**src/rtl/core/checksum_and_six_bit_armor_encoder_assert.svh**
```systemverilog
// ----------------------------------------------------------------------------
// Assertion macros for the checksum and six-bit armor encoder
// Shared concurrent assertion helpers; they compile to nothing when
// NO_ASSERTIONS is defined.
// ----------------------------------------------------------------------------
`ifndef CHECKSUM_AND_SIX_BIT_ARMOR_ENCODER_ASSERT_SVH
`define CHECKSUM_AND_SIX_BIT_ARMOR_ENCODER_ASSERT_SVH
`ifndef NO_ASSERTIONS
// Property must hold at every clock edge outside reset.
`define CSA_ASSERT(lbl, clk, rst, prop) \
  lbl: assert property (@(posedge clk) disable iff (rst) (prop)) \
    else $error("assertion failed");
// Expression must never be true outside reset.
`define CSA_NEVER(lbl, clk, rst, expr) \
  lbl: assert property (@(posedge clk) disable iff (rst) !(expr)) \
    else $error("forbidden condition seen");
`else
`define CSA_ASSERT(lbl, clk, rst, prop)
`define CSA_NEVER(lbl, clk, rst, expr)
`endif
`endif

```
**src/rtl/core/csa_pkg.sv**
```systemverilog
// ----------------------------------------------------------------------------
// Checksum and six-bit armor encoder package
// Shared types, constants and the character mapping of a three-byte group.
// ----------------------------------------------------------------------------
package csa_pkg;

  // Default depth of the group queue between front and back.
  localparam int QueueDepth = 2;

  // Printable offset added to every six-bit value, and the escaped character.
  localparam logic [6:0] CharBias = 7'h20;
  localparam logic [6:0] Percent  = 7'h25;

  // One complete three-byte group, with the flag for the message's last one.
  typedef struct packed {
    logic [7:0] b0;
    logic [7:0] b1;
    logic [7:0] b2;
    logic       last;
  } group_t;

  // Character number idx (0 to 3) of a group, most significant slice first.
  function automatic logic [6:0] armor_char(group_t g, logic [1:0] idx);
    logic [5:0] sextet;
    case (idx)
      2'd0:    sextet = g.b0[7:2];
      2'd1:    sextet = {g.b0[1:0], g.b1[7:4]};
      2'd2:    sextet = {g.b1[3:0], g.b2[7:6]};
      2'd3:    sextet = g.b2[5:0];
      default: sextet = '0;
    endcase
    return {1'b0, sextet} + CharBias;
  endfunction

endpackage

```
**src/rtl/core/csa_queue.sv**
```systemverilog
// ----------------------------------------------------------------------------
// Group queue
// Small register FIFO that carries complete groups from front to back.
// ----------------------------------------------------------------------------
`include "checksum_and_six_bit_armor_encoder_assert.svh"

module csa_queue #(
  parameter int Depth = csa_pkg::QueueDepth
) (
  input  logic            clk,
  input  logic            rst,
  input  logic            push,
  input  csa_pkg::group_t push_data,
  input  logic            pop,
  output csa_pkg::group_t head,
  output logic            full,
  output logic            empty
);

  localparam int PtrW = (Depth > 1) ? $clog2(Depth) : 1;
  localparam int CntW = $clog2(Depth + 1);

  csa_pkg::group_t mem [Depth];
  logic [PtrW-1:0] wr_ptr;
  logic [PtrW-1:0] rd_ptr;
  logic [CntW-1:0] count;

  assign full  = (count == CntW'(Depth));
  assign empty = (count == '0);
  assign head  = mem[rd_ptr];

  // Storage write.
  always_ff @(posedge clk) begin
    if (push) begin
      mem[wr_ptr] <= push_data;
    end
  end

  // Pointers and fill level.
  always_ff @(posedge clk) begin
    if (rst) begin
      wr_ptr <= '0;
      rd_ptr <= '0;
      count  <= '0;
    end else begin
      if (push) begin
        wr_ptr <= (wr_ptr == PtrW'(Depth - 1)) ? '0 : wr_ptr + 1'b1;
      end
      if (pop) begin
        rd_ptr <= (rd_ptr == PtrW'(Depth - 1)) ? '0 : rd_ptr + 1'b1;
      end
      if (push && !pop) begin
        count <= count + 1'b1;
      end else if (pop && !push) begin
        count <= count - 1'b1;
      end
    end
  end

  `CSA_NEVER(a_no_push_full, clk, rst, push && full)
  `CSA_NEVER(a_no_pop_empty, clk, rst, pop && empty)
  `CSA_ASSERT(a_count_bound, clk, rst, count <= CntW'(Depth))

endmodule

```
**src/rtl/core/csa_front.sv**
```systemverilog
// ----------------------------------------------------------------------------
// Front end: hold window, checksum and grouping
// Delays bytes until they are known to be clear of the checksum slot,
// accumulates the XOR, and packs bytes into three-byte groups. At message end
// it flushes held bytes and zero padding, one per cycle unless queue is full.
// ----------------------------------------------------------------------------
module csa_front (
  input  logic            clk,
  input  logic            rst,
  input  logic            in_valid,
  output logic            in_ready,
  input  logic [7:0]      in_byte,
  input  logic            in_end,
  output logic            push,
  output csa_pkg::group_t push_data,
  input  logic            q_full
);

  logic [7:0] win [3];
  logic [1:0] hold_count;
  logic [1:0] bytes_seen;
  logic [7:0] running_xor;
  logic [7:0] group_bytes [2];
  logic [1:0] group_fill;
  logic       flushing;

  logic       take;
  logic       pass;
  logic       flush_go;
  logic       feed;
  logic [7:0] feed_byte;
  logic [7:0] xor_next;
  logic [1:0] seen_next;
  logic [1:0] count_after;
  logic [1:0] fill_after;
  logic       flush_done;

  // A feed that completes a group needs room in the queue.
  assign in_ready = !flushing && !(hold_count == 2'd3 && group_fill == 2'd2 && q_full);
  assign take     = in_valid && in_ready;
  assign pass     = take && (hold_count == 2'd3);
  assign flush_go = flushing && !(group_fill == 2'd2 && q_full);
  assign feed     = pass || flush_go;

  // During a flush, held bytes go first, then zero padding.
  assign feed_byte = (flushing && hold_count == 2'd0) ? 8'h00 : win[0];

  // Checksum covers passed-on bytes from index two onward.
  always_comb begin
    xor_next  = running_xor;
    seen_next = bytes_seen;
    if (pass) begin
      if (bytes_seen == 2'd2) begin
        xor_next = running_xor ^ win[0];
      end else begin
        seen_next = bytes_seen + 1'b1;
      end
    end
  end

  // End-of-flush detection.
  assign count_after = (hold_count != 2'd0) ? hold_count - 1'b1 : 2'd0;
  assign fill_after  = (group_fill == 2'd2) ? 2'd0 : group_fill + 1'b1;
  assign flush_done  = flushing && (count_after == 2'd0) && (fill_after == 2'd0);

  assign push           = feed && (group_fill == 2'd2);
  assign push_data.b0   = group_bytes[0];
  assign push_data.b1   = group_bytes[1];
  assign push_data.b2   = feed_byte;
  assign push_data.last = flush_done;

  // Hold window.
  always_ff @(posedge clk) begin
    if (take) begin
      if (hold_count == 2'd3) begin
        win[0] <= in_end ? xor_next : win[1];
        win[1] <= win[2];
        win[2] <= in_byte;
      end else begin
        win[hold_count] <= in_byte;
        if (in_end && hold_count == 2'd2) begin
          win[0] <= running_xor;
        end
      end
    end else if (flush_go) begin
      win[0] <= win[1];
      win[1] <= win[2];
    end
  end

  // Group collection.
  always_ff @(posedge clk) begin
    if (feed && group_fill != 2'd2) begin
      group_bytes[group_fill[0]] <= feed_byte;
    end
  end

  // Control state.
  always_ff @(posedge clk) begin
    if (rst) begin
      hold_count  <= '0;
      bytes_seen  <= '0;
      running_xor <= '0;
      group_fill  <= '0;
      flushing    <= 1'b0;
    end else begin
      if (feed) begin
        group_fill <= fill_after;
      end
      if (take) begin
        running_xor <= xor_next;
        bytes_seen  <= seen_next;
        if (hold_count != 2'd3) begin
          hold_count <= hold_count + 1'b1;
        end
        if (in_end) begin
          flushing <= 1'b1;
        end
      end else if (flush_go) begin
        hold_count <= count_after;
        if (flush_done) begin
          flushing    <= 1'b0;
          bytes_seen  <= '0;
          running_xor <= '0;
        end
      end
    end
  end

endmodule

```
**src/rtl/core/csa_back.sv**
```systemverilog
// ----------------------------------------------------------------------------
// Back end: character emitter
// Turns each queued group into four printable characters, doubling every
// percent sign, and drives the registered output stream.
// ----------------------------------------------------------------------------
module csa_back (
  input  logic            clk,
  input  logic            rst,
  input  csa_pkg::group_t head,
  input  logic            q_empty,
  output logic            pop,
  output logic            out_valid,
  input  logic            out_ready,
  output logic [6:0]      out_char,
  output logic            out_last
);

  csa_pkg::group_t grp;
  logic            grp_valid;
  logic [1:0]      idx;
  logic            esc;

  logic       out_free;
  logic       step;
  logic [6:0] cur;
  logic       is_pct;
  logic       adv;
  logic       grp_done;

  assign out_free = !out_valid || out_ready;
  assign step     = grp_valid && out_free;
  assign cur      = csa_pkg::armor_char(grp, idx);
  assign is_pct   = (cur == csa_pkg::Percent);
  assign adv      = step && (esc || !is_pct);
  assign grp_done = adv && (idx == 2'd3);
  assign pop      = !q_empty && (!grp_valid || grp_done);

  // Current group and position within it.
  always_ff @(posedge clk) begin
    if (pop) begin
      grp <= head;
    end
  end

  // A newly loaded group restarts at its first character.
  always_ff @(posedge clk) begin
    if (rst) begin
      grp_valid <= 1'b0;
      idx       <= '0;
      esc       <= 1'b0;
    end else if (pop) begin
      grp_valid <= 1'b1;
      idx       <= '0;
      esc       <= 1'b0;
    end else begin
      if (step) begin
        esc <= !esc && is_pct;
      end
      if (adv) begin
        idx <= idx + 1'b1;
      end
      if (grp_done) begin
        grp_valid <= 1'b0;
      end
    end
  end

  // Output register.
  always_ff @(posedge clk) begin
    if (step) begin
      out_char <= esc ? csa_pkg::Percent : cur;
      out_last <= grp.last && (idx == 2'd3) && (esc || !is_pct);
    end
  end

  always_ff @(posedge clk) begin
    if (rst) begin
      out_valid <= 1'b0;
    end else if (step) begin
      out_valid <= 1'b1;
    end else if (out_ready) begin
      out_valid <= 1'b0;
    end
  end

endmodule

```
**src/rtl/core/checksum_and_six_bit_armor_encoder.sv**
```systemverilog
// ----------------------------------------------------------------------------
// Checksum and six-bit armor encoder
// Encodes a byte message into printable characters with an XOR checksum.
// ----------------------------------------------------------------------------
// Bytes enter one per cycle while the front end has queue room; the byte
// third from the end is replaced by the XOR of the bytes from index two up
// to the fourth from last, and the message is zero padded to whole groups
// of three. The back end emits one character per cycle unless the output
// stalls, four per group plus one extra for each doubled percent sign, and
// this character output sets the sustained rate. After the last byte of a
// message the front end flushes the held bytes and pad bytes (up to five),
// during which no new byte is accepted. The final character carries tlast.

module checksum_and_six_bit_armor_encoder #(
  parameter int QUEUE_DEPTH = csa_pkg::QueueDepth
) (
  input  logic       clk,
  input  logic       rst,
  input  logic       s_tvalid,
  output logic       s_tready,
  input  logic [7:0] s_tdata,   // [7:0] data_byte
  input  logic       s_tlast,   // end_of_message
  output logic       m_tvalid,
  input  logic       m_tready,
  output logic [7:0] m_tdata,   // [6:0] out_char, [7] zero
  output logic       m_tlast    // last_char
);

  csa_pkg::group_t push_data;
  csa_pkg::group_t head;
  logic            push;
  logic            pop;
  logic            q_full;
  logic            q_empty;
  logic [6:0]      out_char;

  csa_front u_front (
    .clk       (clk),
    .rst       (rst),
    .in_valid  (s_tvalid),
    .in_ready  (s_tready),
    .in_byte   (s_tdata),
    .in_end    (s_tlast),
    .push      (push),
    .push_data (push_data),
    .q_full    (q_full)
  );

  csa_queue #(
    .Depth (QUEUE_DEPTH)
  ) u_queue (
    .clk       (clk),
    .rst       (rst),
    .push      (push),
    .push_data (push_data),
    .pop       (pop),
    .head      (head),
    .full      (q_full),
    .empty     (q_empty)
  );

  csa_back u_back (
    .clk       (clk),
    .rst       (rst),
    .head      (head),
    .q_empty   (q_empty),
    .pop       (pop),
    .out_valid (m_tvalid),
    .out_ready (m_tready),
    .out_char  (out_char),
    .out_last  (m_tlast)
  );

  assign m_tdata = {1'b0, out_char};

endmodule

```
**config.mk**
```make
export PLATFORM = sky130hd
export DESIGN_NAME = checksum_and_six_bit_armor_encoder
export DESIGN_NICKNAME = d
export VERILOG_FILES = /design/src/rtl/core/csa_pkg.sv /design/src/rtl/core/csa_queue.sv /design/src/rtl/core/csa_front.sv /design/src/rtl/core/csa_back.sv /design/src/rtl/core/checksum_and_six_bit_armor_encoder.sv
export VERILOG_INCLUDE_DIRS = /design/src /design/src/rtl/core
export SDC_FILE = /design/constraint.sdc
export NUM_CORES = 1
export LEC_CHECK = 0
export BUFFER_PORTS_ARGS = -buffer_cell sky130_fd_sc_hd__buf_2
export CAP_MARGIN = 25
export CORE_ASPECT_RATIO = 0.8
export CORE_MARGIN = 8
export CORE_UTILIZATION = 65
export DETAILED_ROUTE_END_ITERATION = 10
export PLACE_DENSITY = 0.83
export SETUP_SLACK_MARGIN = 0.1
export SYNTH_ARGS = -nofsm -noshare
export SYNTH_HDL_FRONTEND = slang
export SYNTH_SLANG_ARGS = --single-unit
```
**constraint.sdc**
```tcl
create_clock -name clk -period 8.31 [get_ports clk]
set_input_delay 0 -clock clk [delete_from_list [all_inputs] [get_ports clk]]
set_output_delay 0 -clock clk [all_outputs]
set_load 0.03 [all_outputs]
```
### Word level (Yosys, flattened, before mapping)

Memories as Yosys holds them, arrays and structs flattened. A register that Yosys moved wholly into a read port is not among the register bits.
Cells that the tools add are included.

* ROM bits: 0
* bits in registers: 32
* latch bits: 0
* memories kept: 3
* word-level logic and storage cells: 152
* memory bits (writable): 90

Memories
* u_queue.mem: depth 2, width 25, rd ports 1, clocked after Yosys merged registers in 1, wr ports 1, RTL line csa_queue.sv:23 `csa_pkg::group_t mem [Depth];`
* u_front.win: depth 3, width 8, rd ports 3, clocked after Yosys merged registers in 0, wr ports 3, RTL line csa_front.sv:19 `logic [7:0] win [3];`
* u_front.group_bytes: depth 2, width 8, rd ports 2, clocked after Yosys merged registers in 0, wr ports 1, RTL line csa_front.sv:23 `logic [7:0] group_bytes [2];`

* add/subtract/negate cells: 10
* shift-type cells: 0
* bitwise logic cells: 4
* reduce and logical (&&, ||, !) cells: 53
* multiplexer cells: 53
* $mul: 0
* div/mod/pow operators: 0
* order comparisons: 0
* equal/unequal tests: 15

Operators by type and width (number)
* $mux W8: 11
* $mux W1: 28
* $mux W2: 13
* $pmux W6 S4: 1
* $logic_and A1 B1 Y1: 22
* $eq A2 B2 Y1 const B: 7
* $ne A2 B2 Y1 const B: 6
* $reduce_bool A2 Y1: 6
* $add A2 B1 Y2 const B: 5
* $logic_not A1 Y1: 10
* $logic_not A2 Y1: 5
* $reduce_or A8 Y1: 1
* $xor A8 B8 Y8: 1
* $add A6 B6 Y7 const B: 1
* $eq A7 B6 Y1 const B: 1
* $logic_or A1 B1 Y1: 4
* $reduce_and A2 Y1: 2
* $reduce_and A4 Y1: 1
* $sub A2 B1 Y2 const B: 2
* $or A1 B1 Y1: 3
* $reduce_and A3 Y1: 1
* $add A1 B1 Y1 const B: 2
* $eq A2 B1 Y1 const B: 1
* $reduce_or A2 Y1: 1

### Logic depth before layout (Yosys ltp)

* word-level depth: 13
* mapped depth: 13
* depth with buffers taken out: 11

### Cells and area by module

Synthesis repeated with hierarchy kept, for this count alone.

* cell total of the unflattened synthesis: 446
* area, all modules: 6301.0 µm²

Modules (own cells, without submodules)
* csa_front: cells each 247, area an instance 2750.1 µm², sequential area each 1501.4 µm², times used 1
* csa_queue: cells each 100, area an instance 2010.7 µm², sequential area each 1601.5 µm², times used 1
* csa_back: cells each 97, area an instance 1529.0 µm², sequential area each 1091.0 µm², times used 1
* checksum_and_six_bit_armor_encoder: cells each 2, area an instance 11.3 µm², sequential area each 0.0 µm², times used 1

### Worst setup path after synthesis

No wires, ideal clock.

* path type: register to register
* start point: register u_back.idx[0]
* end point: register u_queue.count[1]
* setup slack: 5.321 ns
* path buffers: 2
* cell stages (with the launch flop): 13
* required time: 8.239 ns
* clock period less this slack: 2.989 ns
* arrival time: 2.918 ns
* path through: dfxtp_1 > inv_1 > ha_1 > buf_6 > a21oi_1 > a21oi_1 > and2_0 > clkbuf_1 > a41oi_4 > inv_1 > ha_1 > or3_1 > a21oi_1

* longest elaborated chain between the ends: 13

Ends and longest elaborated chain
* start: declaration: RTL line csa_back.sv:20 `logic [1:0] idx;`
* start signal: assignment: RTL line csa_back.sv:60 `idx <= idx + 1'b1;`
* $eq A2 B2 Y1 (tied with other cells): RTL line csa_pkg.sv:25, csa_back.sv:35
* $pmux W6 S4: RTL line csa_pkg.sv:25 `case (idx)`
* $add A6 B6 Y7: RTL line csa_pkg.sv:32 `return {1'b0, sextet} + CharBias;`
* $eq A7 B6 Y1: RTL line csa_back.sv:33 `assign is_pct = (cur == csa_pkg::Percent);`
* $logic_not A1 Y1: RTL line csa_back.sv:34 `assign adv = step && (esc || !is_pct);`
* $logic_or A1 B1 Y1: RTL line csa_back.sv:34
* $logic_and A1 B1 Y1: RTL line csa_back.sv:34
* $logic_and A1 B1 Y1 (*): RTL line csa_back.sv:35 `assign grp_done = adv && (idx == 2'd3);`
* $logic_or A1 B1 Y1 (*): RTL line csa_back.sv:36 `assign pop = !q_empty && (!grp_valid || grp_done);`
* $logic_and A1 B1 Y1 (*): RTL line csa_back.sv:36
* named net pop: RTL line checksum_and_six_bit_armor_encoder.sv:32 `logic pop;`
* $logic_not A1 Y1: RTL line csa_queue.sv:52 `if (push && !pop) begin`
* $logic_and A1 B1 Y1: RTL line csa_queue.sv:52
* $mux W2 / $reduce_bool A2 Y1 (equally long branches)
* end signal: assignment: RTL line csa_queue.sv:53 `count <= count + 1'b1;`
* end signal: assignment: RTL line csa_queue.sv:55 `count <= count - 1'b1;`
* end: declaration: RTL line csa_queue.sv:26 `logic [CntW-1:0] count;`

The timed path passes the listed nets; every way through them passes the cells marked *.
A chain may end at the register's enable or synchronous reset.

### Worst setup path in the final report

Ends and elaborated chain as after synthesis.

==> results.json <==
{
  "start_util_pct": 65.8,
  "worst_slack_ps": 5130,
  "setup_violations": 0,
  "antenna_found_initial": 0,
  "cpPeakStageDelay_ps": 470,
  "gp_congestion": 0.852,
  "grt_pass1_vias": 3763,
  "power.density_nw_per_um2": 316,
  "clk-insertion-delay-late_ps": 420,
  "post-route-cell-area_um2": 7180,
  "syn-cell-area_um2": 6240,
  "clk_pin_slew_ps": 60,
  "drive_above_1_share_pct": 23.4,
  "cp-startpoint": "u_back.idx[0]",
  "cts_tree": "yes",
  "nNetsFinal": 508,
  "io_pins": 24,
  "yosys-top-cells-area": "edfxtp_1, dfxtp_1, mux2_2",
  "relSlewSlack_pct": 50.1,
  "max_cap_violations": 0,
  "yosys_warnings": 0,
  "track_usage_pct": 19.6,
  "holdBufCountCts": 9,
  "htree_levels": 4,
  "status": "finished clean",
  "slew_viol_final": 0,
  "netlist.area_leader.share_pct": 59.2,
  "die-area_um2": 13000,
  "worst_hold_slack_ps": 55.8,
  "power.leakage_nw": 2.49,
  "startpoint_type": "register",
  "peakVddDrop_uv": 168,
  "placed_area_um2": 6440,
  "worst_pin_slew_ps": 746,
  "portBuffers": 22,
  "diodes": 0,
  "areaGrowthSynthToFinish_pct": 15.1,
  "finClkSkew_ps": 10.2,
  "dr.pass1.iters": 5,
  "clk_path_buf_depth": 2,
  "holdPathStages": 2,
  "synthArstFlopShare_pct": 0,
  "path_common_cell": "a21oi_1",
  "drt_iter0_drc": 353,
  "reg2reg_from": "u_back.idx[0]",
  "preCtsSetupSlack_ps": 4860,
  "drc": 0,
  "grt_overflow_total": 0,
  "num_vias": 3816,
  "synth_nets": 475,
  "rows": 32,
  "finalHoldViolCount": 0,
  "holdCritPathClass": "in -> reg",
  "seq_area_frac_synth_pct": 66.9,
  "min_period_over_period_pct": 38.3,
  "syn_area_per_cell_um2": 13.9,
  "cts_setup_buffers": 0,
  "cts_made_buffers": 17,
  "critical_path_class": "reg -> reg",
  "grt_pass1_wl_mm": 19.7,
  "fin_tns_setup_ps": 0,
  "synth_edf_count": 123,
  "arrival_ps": 3520,
  "period_needed_ps": 3180,
  "min_from": "rst",
  "nFillCells": 519,
  "path_max_fanout": 25,
  "avgRoutedWirePerCell_um": 20.1,
  "path_cells": "inv_1 > ha_1 > a21oi_1 > a21oi_1 > and2_0 > a41oi_4 > buf_16 > inv_1 > ha_1 > or3_1 > a21oi_1",
  "cp_data_required_time_ps": 8660,
  "clk_root_buffer_cell": "clkbuf_16",
  "ys_dominant_reg_cell": "edfxtp_1",
  "fmax_mhz": 315,
  "die_y_um": 104,
  "routed_via_density": 6.20,
  "postCtsResizedCells": 0,
  "hpwlAfterDp_mm": 7.34,
  "die_w_um": 126,
  "cts.sinks": 147,
  "rr_worst_depth": 11,
  "yosys.area.top_type": "edfxtp_1",
  "core-area_um2": 9490,
  "grt_max_degree": 31,
  "end_kind": "register",
  "ant_nets": 0,
  "postSynthCellCount": 450,
  "ys_ff_latch": 147,
  "rsz0062_at_grt": "false",
  "synth.distinct_cells": 55,
  "drt-total-wl_mm": 12.3,
  "cp_slowest_cell": "dfxtp_1"
}
cell usage in the layout (no fill, tap or decap), types with 12 or more instances in the layout:
| master | n |
|---|---|
| a21oi_1 | 38 |
| inv_1 | 13 |
| ha_1 | 12 |
| dfxtp_1 | 24 |
| edfxtp_1 | 123 |
| mux2_2 | 33 |
| buf_2 | 22 |
| nand2_1 | 19 |
| nor2_1 | 22 |
| clkbuf_16 | 20 |
| and2_1 | 15 |
critical path: cells and delay by family, from the launching register on:
| kind | cells | cell delay, ps |
|---|---|---|
| AO/OA/AOI/OAI | 4 | 920 |
| adder cells (fa/ha/maj) | 2 | 660 |
| buffers and inverters | 3 | 400 |
| flip-flops | 1 | 470 |
| AND/OR/NAND/NOR | 2 | 650 |
Yosys cell counts (all sizes together), types with 2 or more instances:
cell	instances
a211oi	2
a22oi	6
nand2	19
nor3b	3
a21oi	40
or2	11
o22ai	8
mux2i	3
xor2	10
inv	13
buf	10
xnor2	2
ha	12
dfxtp	24
edfxtp	123
clkbuf	14
nand3	11
and2	17
nor4	2
nand4	2
o21ai	11
mux2	34
a211o	8
nor2	22
a311oi	3
and2b	2
a31oi	8
nand2b	3
nor3	5
nor2b	9
worst paths after layout:
path / to / slack (ps)
setup / recovery: u_queue.count[1] / 5130
hold / removal: u_front.bytes_seen[0] / 60
setup reg to reg: u_queue.count[1] / 5130
hold reg to reg: u_queue.mem[1][11] / 430
layer usage:
| layer | global-route usage, % | share of wire (%) |
|---|---|---|
| met1 | 24.9 | 44 |
| met2 | 30.2 | 47 |
| met3 | 6.92 | 7.8 |
| met4 | 7.98 | 1.9 |
| met5 | 0 | 0 |
flip-flops by register name (all words and copies together), names as in the netlist, 2 cells and up:
register	count
u_front.group_bytes	16
u_front.group_fill	2
u_back.grp	25
u_front.running_xor	8
u_back.idx	2
u_queue.mem	50
u_back.out_char	7
u_front.win	24
u_front.bytes_seen	2
u_front.hold_count	2
u_queue.count	2
stage by stage:
| step | total power [mW] | std cells | util [%] |
|---|---|---|---|
| after floorplan | 1.36 | 450 | - |
| after global routing | 2.35 | 615 | 75.7 |
| after CTS | 2.25 | 612 | 75.2 |
| after global placement | 1.45 | 570 | 67.6 |
| after detailed placement | 1.48 | 571 | 67.9 |
| final | 2.27 | 615 | 75.7 |
logic make-up after synthesis:
group,synth area share (%)
other cells,0.0601
mux,6.67
xor+xnor,1.68
compound gates,9.66
fa+ha+maj,2.41
buf+inv,2.65
flops,66.9
simple gates,10.0
report_power, final:
part	switching, mW	total (mW)	internal (mW)
sequential	0.0644	1.02	0.952
clock	0.284	0.764	0.480
combinational	0.290	0.487	0.197
layout make-up:
class / instances / area [µm²] / area share, %
Tap cell: 119 / 149 / 2.07
Multi-Input combinational cell: 266 / 1910 / 26.6
Clock buffer: 25 / 539 / 7.51
Inverter: 13 / 48.8 / 0.679
Sequential cell: 147 / 4170 / 58.1
Clock inverter: 7 / 66.3 / 0.923
Timing Repair Buffer: 38 / 297 / 4.13
(Power assumes the default switching activity.)
